### src/hw/rtl/kes_pkg.sv
package kes_pkg;

    // Fixed field widths
    localparam int ZONE_BITS = 6;
    localparam int COST_BITS = 16;
    localparam int ZCNT_BITS = 7;

    localparam int MAX_ZONES_DEFAULT = 64;

    // APB register map
    localparam int APB_AW = 2;
    localparam logic [APB_AW-1:0] ADDR_ZONE_COUNT = 2'd0;
    localparam logic [ZCNT_BITS-1:0] ZONE_COUNT_RESET = 7'd64;

    // Item modes
    localparam logic MODE_CLEAR = 1'b0;
    localparam logic MODE_EDGE  = 1'b1;

    // Result status codes
    localparam logic [1:0] STATUS_SELECTED = 2'd0;
    localparam logic [1:0] STATUS_CYCLE    = 2'd1;
    localparam logic [1:0] STATUS_RANGE    = 2'd2;
    localparam logic [1:0] STATUS_CLEARED  = 2'd3;

    typedef struct packed {
        logic                 mode;
        logic [ZONE_BITS-1:0] edge_from;
        logic [ZONE_BITS-1:0] edge_to;
        logic [COST_BITS-1:0] edge_cost;
        logic                 final_edge;
    } item_t;

    typedef struct packed {
        logic                 accepted;
        logic [1:0]           status;
        logic [ZONE_BITS-1:0] tree_from;
        logic [ZONE_BITS-1:0] tree_to;
        logic [COST_BITS-1:0] tree_cost;
        logic                 run_end;
    } result_t;

endpackage

### src/hw/rtl/kes_link_ram.sv
// Parent-link store: one write port, one read port, registered read data.
module kes_link_ram #(
    parameter int MAX_ZONES = kes_pkg::MAX_ZONES_DEFAULT
) (
    input  logic                         clk,
    input  logic                         we,
    input  logic [$clog2(MAX_ZONES)-1:0] waddr,
    input  logic [$clog2(MAX_ZONES)-1:0] wdata,
    input  logic                         re,
    input  logic [$clog2(MAX_ZONES)-1:0] raddr,
    output logic [$clog2(MAX_ZONES)-1:0] rdata
);
    localparam int ZW = $clog2(MAX_ZONES);

    logic [ZW-1:0] link_mem [MAX_ZONES];
    logic [ZW-1:0] rdata_reg;

    always_ff @(posedge clk)
    begin
        if (we)
        begin
            link_mem[waddr] <= wdata;
        end
    end

    always_ff @(posedge clk)
    begin
        if (re)
        begin
            rdata_reg <= link_mem[raddr];
        end
    end

    assign rdata = rdata_reg;

endmodule

### src/hw/rtl/kruskal_edge_selector.sv
// Edge item: walk to the root and compress from edge_from, then from edge_to, then link
//   and report; an out-of-range edge just reports; a clear sweeps every link, then reports.
// Throughput: one item at a time; busy stays high until the result step has issued,
//   and the next item may be taken in the cycle that done is shown.
// Reset: async, active low; then an init sweep writes every link to its own index
//   with busy high. done is a one-cycle strobe; the receiver cannot stall.
module kruskal_edge_selector #(
    parameter int MAX_ZONES = kes_pkg::MAX_ZONES_DEFAULT
) (
    input  logic                        clk,
    input  logic                        rst_n,
    // APB config port
    input  logic                        psel,
    input  logic                        penable,
    input  logic                        pwrite,
    input  logic [kes_pkg::APB_AW-1:0]  paddr,
    input  logic [31:0]                 pwdata,
    output logic [31:0]                 prdata,
    output logic                        pready,
    // command side
    input  logic                        start,
    output logic                        busy,
    input  kes_pkg::item_t              item,
    // result side
    output logic                        done,
    output kes_pkg::result_t            result
);
    import kes_pkg::*;

    localparam int ZW    = $clog2(MAX_ZONES);
    localparam int UPC_W = 5;

    // ------------------------------------------------------------------
    // Microprogram step addresses
    // ------------------------------------------------------------------
    localparam logic [UPC_W-1:0] S_IDLE    = 5'd0;
    localparam logic [UPC_W-1:0] S_LDU     = 5'd1;   // cur <= from
    localparam logic [UPC_W-1:0] S_FU0     = 5'd2;   // read link[cur]
    localparam logic [UPC_W-1:0] S_FU1     = 5'd3;   // step up, loop until self link
    localparam logic [UPC_W-1:0] S_CU0     = 5'd4;   // back to start for compression
    localparam logic [UPC_W-1:0] S_CU1     = 5'd5;   // at root? else read link[cur]
    localparam logic [UPC_W-1:0] S_CU2     = 5'd6;   // link[cur] <= root, cur <= old link
    localparam logic [UPC_W-1:0] S_LDV     = 5'd7;   // ru <= root, cur <= to
    localparam logic [UPC_W-1:0] S_FV0     = 5'd8;
    localparam logic [UPC_W-1:0] S_FV1     = 5'd9;
    localparam logic [UPC_W-1:0] S_CV0     = 5'd10;
    localparam logic [UPC_W-1:0] S_CV1     = 5'd11;
    localparam logic [UPC_W-1:0] S_CV2     = 5'd12;
    localparam logic [UPC_W-1:0] S_LINK    = 5'd13;  // union + report
    localparam logic [UPC_W-1:0] S_RANGE   = 5'd14;
    localparam logic [UPC_W-1:0] S_CLR     = 5'd15;  // sweep, one entry per cycle
    localparam logic [UPC_W-1:0] S_CLRDONE = 5'd16;
    localparam logic [UPC_W-1:0] S_INIT    = 5'd17;  // post-reset sweep, no report

    // Jump conditions: taken -> tgt_t, else tgt_f
    localparam logic [2:0] C_ALWAYS     = 3'd0;
    localparam logic [2:0] C_DISPATCH   = 3'd1;
    localparam logic [2:0] C_NOT_ROOT   = 3'd2;  // link[cur] != cur
    localparam logic [2:0] C_AT_ROOT    = 3'd3;  // cur == root
    localparam logic [2:0] C_SWEEP_MORE = 3'd4;

    // cur register source
    localparam logic [2:0] CUR_HOLD  = 3'd0;
    localparam logic [2:0] CUR_FROM  = 3'd1;
    localparam logic [2:0] CUR_TO    = 3'd2;
    localparam logic [2:0] CUR_RDATA = 3'd3;
    localparam logic [2:0] CUR_START = 3'd4;

    // link store write kind
    localparam logic [1:0] WR_NONE     = 2'd0;
    localparam logic [1:0] WR_COMPRESS = 2'd1;
    localparam logic [1:0] WR_LINK     = 2'd2;
    localparam logic [1:0] WR_SWEEP    = 2'd3;

    // result kind
    localparam logic [1:0] EM_NONE  = 2'd0;
    localparam logic [1:0] EM_LINK  = 2'd1;
    localparam logic [1:0] EM_RANGE = 2'd2;
    localparam logic [1:0] EM_CLEAR = 2'd3;

    typedef struct packed {
        logic [2:0]       cond;
        logic [UPC_W-1:0] tgt_t;
        logic [UPC_W-1:0] tgt_f;
        logic [2:0]       cur_sel;
        logic             root_ld;
        logic             ru_ld;
        logic             rd_en;
        logic [1:0]       wr_sel;
        logic             sweep_inc;
        logic [1:0]       emit;
    } ucode_t;

    function automatic ucode_t uw(
        input logic [2:0]       cond,
        input logic [UPC_W-1:0] tgt_t,
        input logic [UPC_W-1:0] tgt_f,
        input logic [2:0]       cur_sel,
        input logic             root_ld,
        input logic             ru_ld,
        input logic             rd_en,
        input logic [1:0]       wr_sel,
        input logic             sweep_inc,
        input logic [1:0]       emit
    );
        ucode_t w;
        w.cond      = cond;
        w.tgt_t     = tgt_t;
        w.tgt_f     = tgt_f;
        w.cur_sel   = cur_sel;
        w.root_ld   = root_ld;
        w.ru_ld     = ru_ld;
        w.rd_en     = rd_en;
        w.wr_sel    = wr_sel;
        w.sweep_inc = sweep_inc;
        w.emit      = emit;
        return w;
    endfunction

    // Control store. Root walk and compression are written once per endpoint.
    function automatic ucode_t ucode_rom(input logic [UPC_W-1:0] a);
        ucode_t w;
        unique case (a)
            S_IDLE:    w = uw(C_DISPATCH, S_IDLE, S_IDLE, CUR_HOLD, 1'b0, 1'b0, 1'b0,
                              WR_NONE, 1'b0, EM_NONE);
            S_LDU:     w = uw(C_ALWAYS, S_FU0, S_FU0, CUR_FROM, 1'b0, 1'b0, 1'b0,
                              WR_NONE, 1'b0, EM_NONE);
            S_FU0:     w = uw(C_ALWAYS, S_FU1, S_FU1, CUR_HOLD, 1'b0, 1'b0, 1'b1,
                              WR_NONE, 1'b0, EM_NONE);
            S_FU1:     w = uw(C_NOT_ROOT, S_FU0, S_CU0, CUR_RDATA, 1'b1, 1'b0, 1'b0,
                              WR_NONE, 1'b0, EM_NONE);
            S_CU0:     w = uw(C_ALWAYS, S_CU1, S_CU1, CUR_START, 1'b0, 1'b0, 1'b0,
                              WR_NONE, 1'b0, EM_NONE);
            S_CU1:     w = uw(C_AT_ROOT, S_LDV, S_CU2, CUR_HOLD, 1'b0, 1'b0, 1'b1,
                              WR_NONE, 1'b0, EM_NONE);
            S_CU2:     w = uw(C_ALWAYS, S_CU1, S_CU1, CUR_RDATA, 1'b0, 1'b0, 1'b0,
                              WR_COMPRESS, 1'b0, EM_NONE);
            S_LDV:     w = uw(C_ALWAYS, S_FV0, S_FV0, CUR_TO, 1'b0, 1'b1, 1'b0,
                              WR_NONE, 1'b0, EM_NONE);
            S_FV0:     w = uw(C_ALWAYS, S_FV1, S_FV1, CUR_HOLD, 1'b0, 1'b0, 1'b1,
                              WR_NONE, 1'b0, EM_NONE);
            S_FV1:     w = uw(C_NOT_ROOT, S_FV0, S_CV0, CUR_RDATA, 1'b1, 1'b0, 1'b0,
                              WR_NONE, 1'b0, EM_NONE);
            S_CV0:     w = uw(C_ALWAYS, S_CV1, S_CV1, CUR_START, 1'b0, 1'b0, 1'b0,
                              WR_NONE, 1'b0, EM_NONE);
            S_CV1:     w = uw(C_AT_ROOT, S_LINK, S_CV2, CUR_HOLD, 1'b0, 1'b0, 1'b1,
                              WR_NONE, 1'b0, EM_NONE);
            S_CV2:     w = uw(C_ALWAYS, S_CV1, S_CV1, CUR_RDATA, 1'b0, 1'b0, 1'b0,
                              WR_COMPRESS, 1'b0, EM_NONE);
            S_LINK:    w = uw(C_ALWAYS, S_IDLE, S_IDLE, CUR_HOLD, 1'b0, 1'b0, 1'b0,
                              WR_LINK, 1'b0, EM_LINK);
            S_RANGE:   w = uw(C_ALWAYS, S_IDLE, S_IDLE, CUR_HOLD, 1'b0, 1'b0, 1'b0,
                              WR_NONE, 1'b0, EM_RANGE);
            S_CLR:     w = uw(C_SWEEP_MORE, S_CLR, S_CLRDONE, CUR_HOLD, 1'b0, 1'b0, 1'b0,
                              WR_SWEEP, 1'b1, EM_NONE);
            S_CLRDONE: w = uw(C_ALWAYS, S_IDLE, S_IDLE, CUR_HOLD, 1'b0, 1'b0, 1'b0,
                              WR_NONE, 1'b0, EM_CLEAR);
            S_INIT:    w = uw(C_SWEEP_MORE, S_INIT, S_IDLE, CUR_HOLD, 1'b0, 1'b0, 1'b0,
                              WR_SWEEP, 1'b1, EM_NONE);
            default:   w = uw(C_ALWAYS, S_IDLE, S_IDLE, CUR_HOLD, 1'b0, 1'b0, 1'b0,
                              WR_NONE, 1'b0, EM_NONE);
        endcase
        return w;
    endfunction

    // ------------------------------------------------------------------
    // Config register
    // ------------------------------------------------------------------
    logic [ZCNT_BITS-1:0] zone_count_reg;
    logic                 cfg_wr;

    assign pready = 1'b1;
    assign cfg_wr = psel && penable && pwrite && (paddr == ADDR_ZONE_COUNT);

    always_ff @(posedge clk or negedge rst_n)
    begin
        if (!rst_n)
        begin
            zone_count_reg <= ZONE_COUNT_RESET;
        end
        else if (cfg_wr)
        begin
            zone_count_reg <= pwdata[ZCNT_BITS-1:0];
        end
    end

    assign prdata = (paddr == ADDR_ZONE_COUNT) ? 32'(zone_count_reg) : 32'd0;

    // ------------------------------------------------------------------
    // Sequencer
    // ------------------------------------------------------------------
    logic [UPC_W-1:0] upc_reg;
    logic [UPC_W-1:0] upc_next;
    ucode_t           ctrl;
    logic             accept;
    logic             from_ok;
    logic             to_ok;
    logic             cond_hit;

    // datapath
    item_t            item_reg;
    logic [ZW-1:0]    cur_reg;
    logic [ZW-1:0]    start_reg;     // walk origin, revisited for compression
    logic [ZW-1:0]    root_reg;
    logic [ZW-1:0]    ru_reg;        // root of edge_from
    logic [ZW-1:0]    sweep_cnt_reg;
    logic             sweep_last;

    // link store
    logic             ram_we;
    logic [ZW-1:0]    ram_waddr;
    logic [ZW-1:0]    ram_wdata;
    logic [ZW-1:0]    ram_rdata;

    logic             done_reg;
    result_t          result_reg;

    assign ctrl   = ucode_rom(upc_reg);
    assign busy   = (upc_reg != S_IDLE);
    assign accept = start && !busy;

    // Effective limit is min(zone_count, MAX_ZONES); zero rejects everything.
    assign from_ok = (32'(item.edge_from) < 32'(zone_count_reg))
                  && (32'(item.edge_from) < MAX_ZONES);
    assign to_ok   = (32'(item.edge_to) < 32'(zone_count_reg))
                  && (32'(item.edge_to) < MAX_ZONES);

    assign sweep_last = (sweep_cnt_reg == ZW'(MAX_ZONES - 1));

    always_comb
    begin
        unique case (ctrl.cond)
            C_ALWAYS:     cond_hit = 1'b1;
            C_NOT_ROOT:   cond_hit = (ram_rdata != cur_reg);
            C_AT_ROOT:    cond_hit = (cur_reg == root_reg);
            C_SWEEP_MORE: cond_hit = !sweep_last;
            default:      cond_hit = 1'b0;
        endcase
    end

    always_comb
    begin
        upc_next = cond_hit ? ctrl.tgt_t : ctrl.tgt_f;
        if (ctrl.cond == C_DISPATCH)
        begin
            priority if (!accept)
            begin
                upc_next = S_IDLE;
            end
            else if (item.mode == MODE_CLEAR)
            begin
                upc_next = S_CLR;
            end
            else if (!from_ok || !to_ok)
            begin
                upc_next = S_RANGE;
            end
            else
            begin
                upc_next = S_LDU;
            end
        end
    end

    always_ff @(posedge clk or negedge rst_n)
    begin
        if (!rst_n)
        begin
            upc_reg       <= S_INIT;
            sweep_cnt_reg <= '0;
        end
        else
        begin
            upc_reg <= upc_next;
            if (ctrl.sweep_inc)
            begin
                sweep_cnt_reg <= sweep_last ? '0 : sweep_cnt_reg + 1'b1;
            end
        end
    end

    // ------------------------------------------------------------------
    // Datapath registers
    // ------------------------------------------------------------------
    always_ff @(posedge clk)
    begin
        if (accept)
        begin
            item_reg <= item;
        end

        unique case (ctrl.cur_sel)
            CUR_FROM:
            begin
                cur_reg   <= ZW'(item_reg.edge_from);
                start_reg <= ZW'(item_reg.edge_from);
            end
            CUR_TO:
            begin
                cur_reg   <= ZW'(item_reg.edge_to);
                start_reg <= ZW'(item_reg.edge_to);
            end
            CUR_RDATA: cur_reg <= ram_rdata;
            CUR_START: cur_reg <= start_reg;
            default:   cur_reg <= cur_reg;
        endcase

        // walk ends when link[cur] == cur, so latching cur every step leaves the root
        if (ctrl.root_ld)
        begin
            root_reg <= cur_reg;
        end
        if (ctrl.ru_ld)
        begin
            ru_reg <= root_reg;
        end
    end

    // ------------------------------------------------------------------
    // Link store port mux
    // ------------------------------------------------------------------
    always_comb
    begin
        unique case (ctrl.wr_sel)
            WR_COMPRESS:
            begin
                ram_we    = 1'b1;
                ram_waddr = cur_reg;
                ram_wdata = root_reg;
            end
            WR_LINK:
            begin
                ram_we    = (ru_reg != root_reg);
                ram_waddr = ru_reg;
                ram_wdata = root_reg;
            end
            WR_SWEEP:
            begin
                ram_we    = 1'b1;
                ram_waddr = sweep_cnt_reg;
                ram_wdata = sweep_cnt_reg;
            end
            default:
            begin
                ram_we    = 1'b0;
                ram_waddr = cur_reg;
                ram_wdata = root_reg;
            end
        endcase
    end

    kes_link_ram #(
        .MAX_ZONES (MAX_ZONES)
    ) u_link_ram (
        .clk   (clk),
        .we    (ram_we),
        .waddr (ram_waddr),
        .wdata (ram_wdata),
        .re    (ctrl.rd_en),
        .raddr (cur_reg),
        .rdata (ram_rdata)
    );

    // ------------------------------------------------------------------
    // Result beat
    // ------------------------------------------------------------------
    always_ff @(posedge clk or negedge rst_n)
    begin
        if (!rst_n)
        begin
            done_reg <= 1'b0;
        end
        else
        begin
            done_reg <= (ctrl.emit != EM_NONE);
        end
    end

    always_ff @(posedge clk)
    begin
        unique case (ctrl.emit)
            EM_LINK:
            begin
                result_reg.accepted  <= (ru_reg != root_reg);
                result_reg.status    <= (ru_reg != root_reg) ? STATUS_SELECTED : STATUS_CYCLE;
                result_reg.tree_from <= item_reg.edge_from;
                result_reg.tree_to   <= item_reg.edge_to;
                result_reg.tree_cost <= item_reg.edge_cost;
                result_reg.run_end   <= item_reg.final_edge;
            end
            EM_RANGE:
            begin
                result_reg.accepted  <= 1'b0;
                result_reg.status    <= STATUS_RANGE;
                result_reg.tree_from <= item_reg.edge_from;
                result_reg.tree_to   <= item_reg.edge_to;
                result_reg.tree_cost <= item_reg.edge_cost;
                result_reg.run_end   <= item_reg.final_edge;
            end
            EM_CLEAR:
            begin
                result_reg.accepted  <= 1'b0;
                result_reg.status    <= STATUS_CLEARED;
                result_reg.tree_from <= '0;
                result_reg.tree_to   <= '0;
                result_reg.tree_cost <= '0;
                result_reg.run_end   <= 1'b0;
            end
            default:
            begin
                result_reg <= result_reg;
            end
        endcase
    end

    assign done   = done_reg;
    assign result = result_reg;

    // ------------------------------------------------------------------
    // Assertions
    // ------------------------------------------------------------------
    a_accept_leaves_idle: assert property (@(posedge clk) disable iff (!rst_n)
        accept |=> busy)
        else $error("accepted item did not start the program");

    a_done_back_idle: assert property (@(posedge clk) disable iff (!rst_n)
        done |-> !busy)
        else $error("result beat while sequencer still running");

    a_done_from_emit: assert property (@(posedge clk) disable iff (!rst_n)
        done |-> $past(ctrl.emit != EM_NONE))
        else $error("result beat without an emitting step");

    a_sweep_idle_zero: assert property (@(posedge clk) disable iff (!rst_n)
        !busy |-> (sweep_cnt_reg == '0))
        else $error("sweep counter not rewound");

    a_compress_not_root: assert property (@(posedge clk) disable iff (!rst_n)
        (ctrl.wr_sel == WR_COMPRESS) |-> (cur_reg != root_reg))
        else $error("compression rewrote the root itself");

endmodule

### config.mk
export PLATFORM = sky130hd
export DESIGN_NAME = kruskal_edge_selector
export DESIGN_NICKNAME = d
export VERILOG_FILES = /design/src/hw/rtl/kes_pkg.sv /design/src/hw/rtl/kes_link_ram.sv /design/src/hw/rtl/kruskal_edge_selector.sv
export SDC_FILE = /design/constraint.sdc
export NUM_CORES = 1
export LEC_CHECK = 0
export BUFFER_PORTS_ARGS = -buffer_cell sky130_fd_sc_hd__buf_2
export CORE_MARGIN = 5
export CORE_UTILIZATION = 40
export DETAILED_ROUTE_END_ITERATION = 16
export PLACE_DENSITY = 0.63
export SYNTH_ARGS = -nofsm -noshare
export SYNTH_HDL_FRONTEND = slang
export SYNTH_SLANG_ARGS = --single-unit
### constraint.sdc
create_clock -name clk -period 4 [get_ports clk]
set_input_delay 0.8 -clock clk [delete_from_list [all_inputs] [get_ports clk]]
set_output_delay 0.8 -clock clk [all_outputs]
set_load 0.02 [all_outputs]
# Word-level counts from Yosys, hierarchy flattened
# Memories as Yosys holds them, arrays and structs flattened. A register that Yosys moved wholly into a read port is not among the register bits.
# Cells that the tools add are included.
dict set report classes {
  addsub 1
  magnitude_cmp 2
  n_eq_ne 18
  mux 17
  reduce_logical 17
}
# cell count
set ops {}
lappend ops {{one-hot mux 32 bit (3 select lines)} 1}
lappend ops {{one-hot mux 6 bit (2 select lines)} 2}
lappend ops {{one-hot mux 6 bit (4 select lines)} 1}
lappend ops {{< comparator 6 x 7 -> 1 bit} 2}
lappend ops {{== test 3 x 2 -> 1 bit, second input constant} 4}
lappend ops {{2-to-1 mux 4 bit} 3}
lappend ops {{2-to-1 mux 6 bit} 2}
lappend ops {{inequality test 6 bit} 2}
lappend ops {{2-to-1 mux 5 bit} 2}
lappend ops {{== test 2 bit, second input constant} 4}
lappend ops {{2-to-1 mux 7 bit} 1}
lappend ops {{adder 6 x 1 -> 6 bit, second input constant} 1}
lappend ops {{== test 3 x 1 -> 1 bit, second input constant} 2}
lappend ops {{== test 3 bit, second input constant} 2}
lappend ops {{== test 6 bit} 1}
lappend ops {{== test 6 bit, second input constant} 1}
lappend ops {{nonzero test 5 bit} 1}
lappend ops {{== test 2 x 1 -> 1 bit, second input constant} 2}
lappend ops {{logical AND 1 bit} 4}
lappend ops {{zero test 1 bit} 4}
lappend ops {{one-hot mux 1 bit (4 select lines)} 1}
lappend ops {{nonzero test 2 bit} 2}
lappend ops {{nonzero test 4 bit} 1}
lappend ops {{zero test 3 bit} 1}
lappend ops {{other kinds (6)} 8}
dict set report word_totals {
  reg_bits 104
  mem_bits_rw 384
  mem_bits_ro 768
  in_bits 70
  output_inout_bits 67
  mem_count 2
}
# memory depth word_bits read_ports rd_clocked_by_memory_dff wr line_no
set mem_list {}
lappend mem_list {{(name not given)} 32 24 1 0 0 kruskal_edge_selector.sv:123} ;# unique case (a)
lappend mem_list {u_link_ram.link_mem 64 6 1 1 1 kes_link_ram.sv:15} ;# logic [ZW-1:0] link_mem [MAX_ZONES];

# Logic depth before layout (Yosys ltp)
dict set report logic_depth {
  ltp_word 7
  depth_mapped 10
  depth_no_buf 8
}

# By module
# A second synthesis with hierarchy kept.
dict set report unflattened {
  hier_cells 1172
  hier_area_um2 20594.8
}
# module instances cells_per_inst area_per_inst_um2
set modules_own_cells {}
lappend modules_own_cells {kes_link_ram 1 720 15285.9}
lappend modules_own_cells {kruskal_edge_selector 1 452 5308.8}

# Worst setup path before layout
# Ideal clock, no wire load.
dict set report synth_timing {
  path_kind {register -> register}
  startpoint {reg upc_reg[0]}
  endpoint {mem u_link_ram.link_mem[48][0] (netlist name) (enable)}
  arrival_ns 2.650
  setup_slack_ns 0.996
  stages_incl_launch_ff 11
  synth_period_minus_slack_ns 3.004
  path_cell_list {dfstp_2 inv_1 ha_1 buf_2 nor2b_1 o21bai_2 a21oi_4 buf_6 a221o_2 nor3_4 nor2b_1}
}
dict set report synth_via {
  elab_chain_len 6
  elab_cells_between_ends 9
}
# item line_no
set synth_rtl {}
lappend synth_rtl {{start: declaration} kruskal_edge_selector.sv:192} ;# logic [UPC_W-1:0] upc_reg;
lappend synth_rtl {{start signal: assignment} kruskal_edge_selector.sv:274} ;# upc_reg <= upc_next;
lappend synth_rtl {{memory (32 x 24 bit) (*)} n/a}
lappend synth_rtl {{== test 2 bit or == test 2 x 1 -> 1 bit (tied branches)} kruskal_edge_selector.sv:324} ;# unique case (ctrl.wr_sel)
lappend synth_rtl {{OR reduction 2 bit (no line)} n/a}
lappend synth_rtl {{one-hot mux 1 bit (2 select lines)} kruskal_edge_selector.sv:324}
lappend synth_rtl {{2-to-1 mux 1 bit} kes_link_ram.sv:20} ;# if (we)
lappend synth_rtl {{2-to-1 mux 1 bit (implied by the code)} kes_link_ram.sv:22} ;# link_mem[waddr] <= wdata;
lappend synth_rtl {{end: declaration} kes_link_ram.sv:15}
# Every way passes the cells marked *; elsewhere a longest branch is shown, timed or not.

# Worst setup path in the final report
dict set report layout_timing {
  startpoint {reg upc_reg[0]}
  endpoint {mem u_link_ram.link_mem[59][0] (netlist name) (enable)}
}
# The elaborated chain is that of the path after synthesis.

==> results.cfg <==
[status]
status = finished clean

[placement]
finalWeightedCongestion = 0.787
post_dp_cell_area_mm2 = 0.0225
port-buffer-count = 85
dpl.hpwl_um = 28100

[clock_network]
clockBufferDepth = 3
cts_tree = yes
cts_sinks = 494
path_clk_slew_ns = 0.06
post_cts_buffers = 0
cts_resized = 0
h-tree-depth = 2
cts_hold_buf = 0
cts-root-buf = clkbuf_16
cts_buffers = 52
clock_latency_ns = 0.59

[logic_synthesis]
netlist_area_mm2 = 0.0208
synth-edff-count = 475
synthCells = 1087
synth_ff_type = edfxtp_1
avgSynthCellArea_um2 = 19.1
seq_area_frac_synth_pct = 70.9
ys_ff_latch = 494
ys_warn_count = 0
ys_async_sr_fraction_pct = 3.85
synth.distinct_cells = 68

[grt]
grt_max_degree = 71
grt_pass1_vias = 10599
grtUsageTotal_pct = 15.0
antenna_found_initial = 0
grt_pass1_wl_um = 65600
grt-ovfl-total = 0

[cells_and_area]
drive_gt1_share_pct = 33.4
design_area_mm2 = 0.0241
area_growth_pct = 16.1
diodes = 0
largest_register_ffs = 384
layout.nets = 1349

[timing]
finalSetupViolCount = 0
finalCriticalPeriod_ns = 3.52
max_freq_mhz = 284
finalMaxSlewViolations = 0
hold_viol = 0
final.setup_skew_ns = 0.0245
rsz0062_at_grt = no
period_share_pct = 88.0
relSlewSlack_pct = 13.3
tightestPinTransition_ns = 1.30
setup_tns_ns = 0

[detailed_routing]
vias_per_cell = 5.32
drt_pre_antenna_iters = 5
vias = 10559
wl_per_cell_um = 21.8
drt_iter0_drc = 841
ant_nets = 0
drcViolationCount = 0
wirelength_um = 43300

[critical_path]
cp-start-kind = register
crit_buf_inv = 2
critPathMaxStageDelay_ns = 0.58
crit_arrival_ns = 3.73
endpoint_kind = register
cp_cell_sequence = inv_1 -> ha_1 -> nor2b_1 -> o21bai_2 -> a21oi_4 -> a222oi_1 -> buf_4 -> nor3_4 -> nor2b_1
crit_family = simple AND/OR/NAND/NOR gates
cp_max_fo = 15
reg2reg_depth = 9
critPathKind = register to register
crit_path_frequent_cell = nor2b_1
crit_required_ns = 4.21
critical_path_depth = 9
cp_slowest_cell = nor2b_1

[die]
rows = 83
start_util_pct = 40.5
dieHeight_um = 238
io_pins = 137
chipWidth_um = 238
die_area_mm2 = 0.0567
coreArea_mm2 = 0.0514

[min_path]
hold_class = input pin to async pin

[pwr]
power_density_mw_per_mm2 = 433
p_leak_uw = 0.00794
ir_worst_vdd_mv = 0.274

[run]
cap_violations = 0
## metal layers
metal	share of wire, %	wire length (um)	GRT usage, %
met3	5.3	2310	2.76
met1	43	18700	21.1
met5	0	0	0
met2	50	21500	24.8
met4	1.9	809	3.53
## final timing paths
kind | startpoint | endpoint | slack (ns)
setup / recovery | upc_reg[0]$_DFF_PN1_ | u_link_ram.link_mem[59][0]$_DFFE_PP_ | 0.48
hold / removal | rst_n | done$_DFF_PN0_ | 0.20
setup reg to reg | upc_reg[0]$_DFF_PN1_ | u_link_ram.link_mem[59][0]$_DFFE_PP_ | 0.48
hold reg to reg | zone_count_reg[5]$_DFFE_PN0P_ | zone_count_reg[5]$_DFFE_PN0P_ | 0.51
max in group asynchronous | rst_n | upc_reg[4]$_DFF_PN1_ | 3.41
min in group clk | item[13] | item_reg[13]$_DFFE_PP_ | 0.38
## synthesized netlist by cell type, drive strengths merged (2+ instances only)
cell	number	share of area [%]
o2bb2ai	2	0.084
a21oi	12	0.34
a41o	2	0.096
mux2	21	1.1
xnor2	14	0.59
a221oi	5	0.44
dfrtp	16	1.9
o221ai	5	0.21
ha	16	0.96
mux4	120	13
conb	2	0.036
nand4	5	0.15
nor4b	2	0.084
nor2b	35	1.1
nor4	5	0.18
nor3	14	0.61
o21ai	8	0.19
o21bai	2	0.090
nor2	51	0.96
nand2	21	0.38
o31ai	3	0.11
inv	20	0.36
nand4b	4	0.20
nand2b	6	0.18
nand3b	3	0.11
and2	37	1.1
and3	9	0.27
buf	56	1.8
a211oi	6	0.32
a21o	4	0.14
xor2	11	0.46
mux2i	14	0.67
nand3	16	0.67
clkbuf	23	0.42
or3	4	0.12
a22oi	13	0.47
a31oi	4	0.12
edfxtp	475	69
o22ai	3	0.12
a221o	4	0.20
dfstp	3	0.38
## stage by stage
step	worst slack, ns	total power (uW)	hold slack, ns	util (%)	cells
6_report	0.480	10400	0.200	47.0	1984
3_3_place_gp	0.635	5880	0.489	43.7	1889
4_1_cts	0.475	10600	0.188	47.0	1984
2_1_floorplan	0.996	5840	0.421	-	1111
5_1_grt	0.270	10800	0.211	47.0	1984
3_5_place_dp	0.539	5880	0.494	43.7	1889
## final cells by class
class                      count  area, um^2
clock buffer                  64        1360
clock inverter                31         312
fill                        4259       27300
inverter                      20        75.1
multi-input combinational    518        5610
sequential                   494       14700
tap                          680         851
timing repair buffer         177        1200
## cells by family (layout without fill, tap and decap cells)
family | count (synthesis) | after routing | synth area share [%]
AO/OA/AOI/OAI | 79 | 79 | 3.25
XOR/XNOR | 25 | 25 | 1.05
adder cells (fa/ha/maj) | 16 | 16 | 0.963
buffers and inverters | 99 | 292 | 2.61
flip-flops | 494 | 494 | 70.9
multiplexers | 155 | 155 | 14.8
other | 2 | 26 | 0.0361
AND/OR/NAND/NOR | 217 | 217 | 6.40
## cells in the final DEF (no fill, tap or decap), types with 9 or more instances in the layout
cell type	instances
edfxtp_1	475
mux4_2	120
buf_2	85
buf_4	85
clkbuf_16	52
nor2_1	50
and2_1	37
nor2b_1	35
conb_1	26
nand2_1	21
mux2_2	21
inv_1	20
ha_1	16
dfrtp_1	16
mux2i_1	14
xnor2_1	14
a22oi_1	13
nand3_2	12
clkinv_2	12
a21oi_1	11
xor2_1	11
clkbuf_1	11
nor3_1	9
and3_1	9
## where the power goes
part | total, uW | switching [uW] | internal (uW)
combinational | 158 | 94.3 | 64.0
clock | 4670 | 1930 | 2740
sequential | 5620 | 11.2 | 5610
No activity file was read; power rests on OpenSTA's default activity.
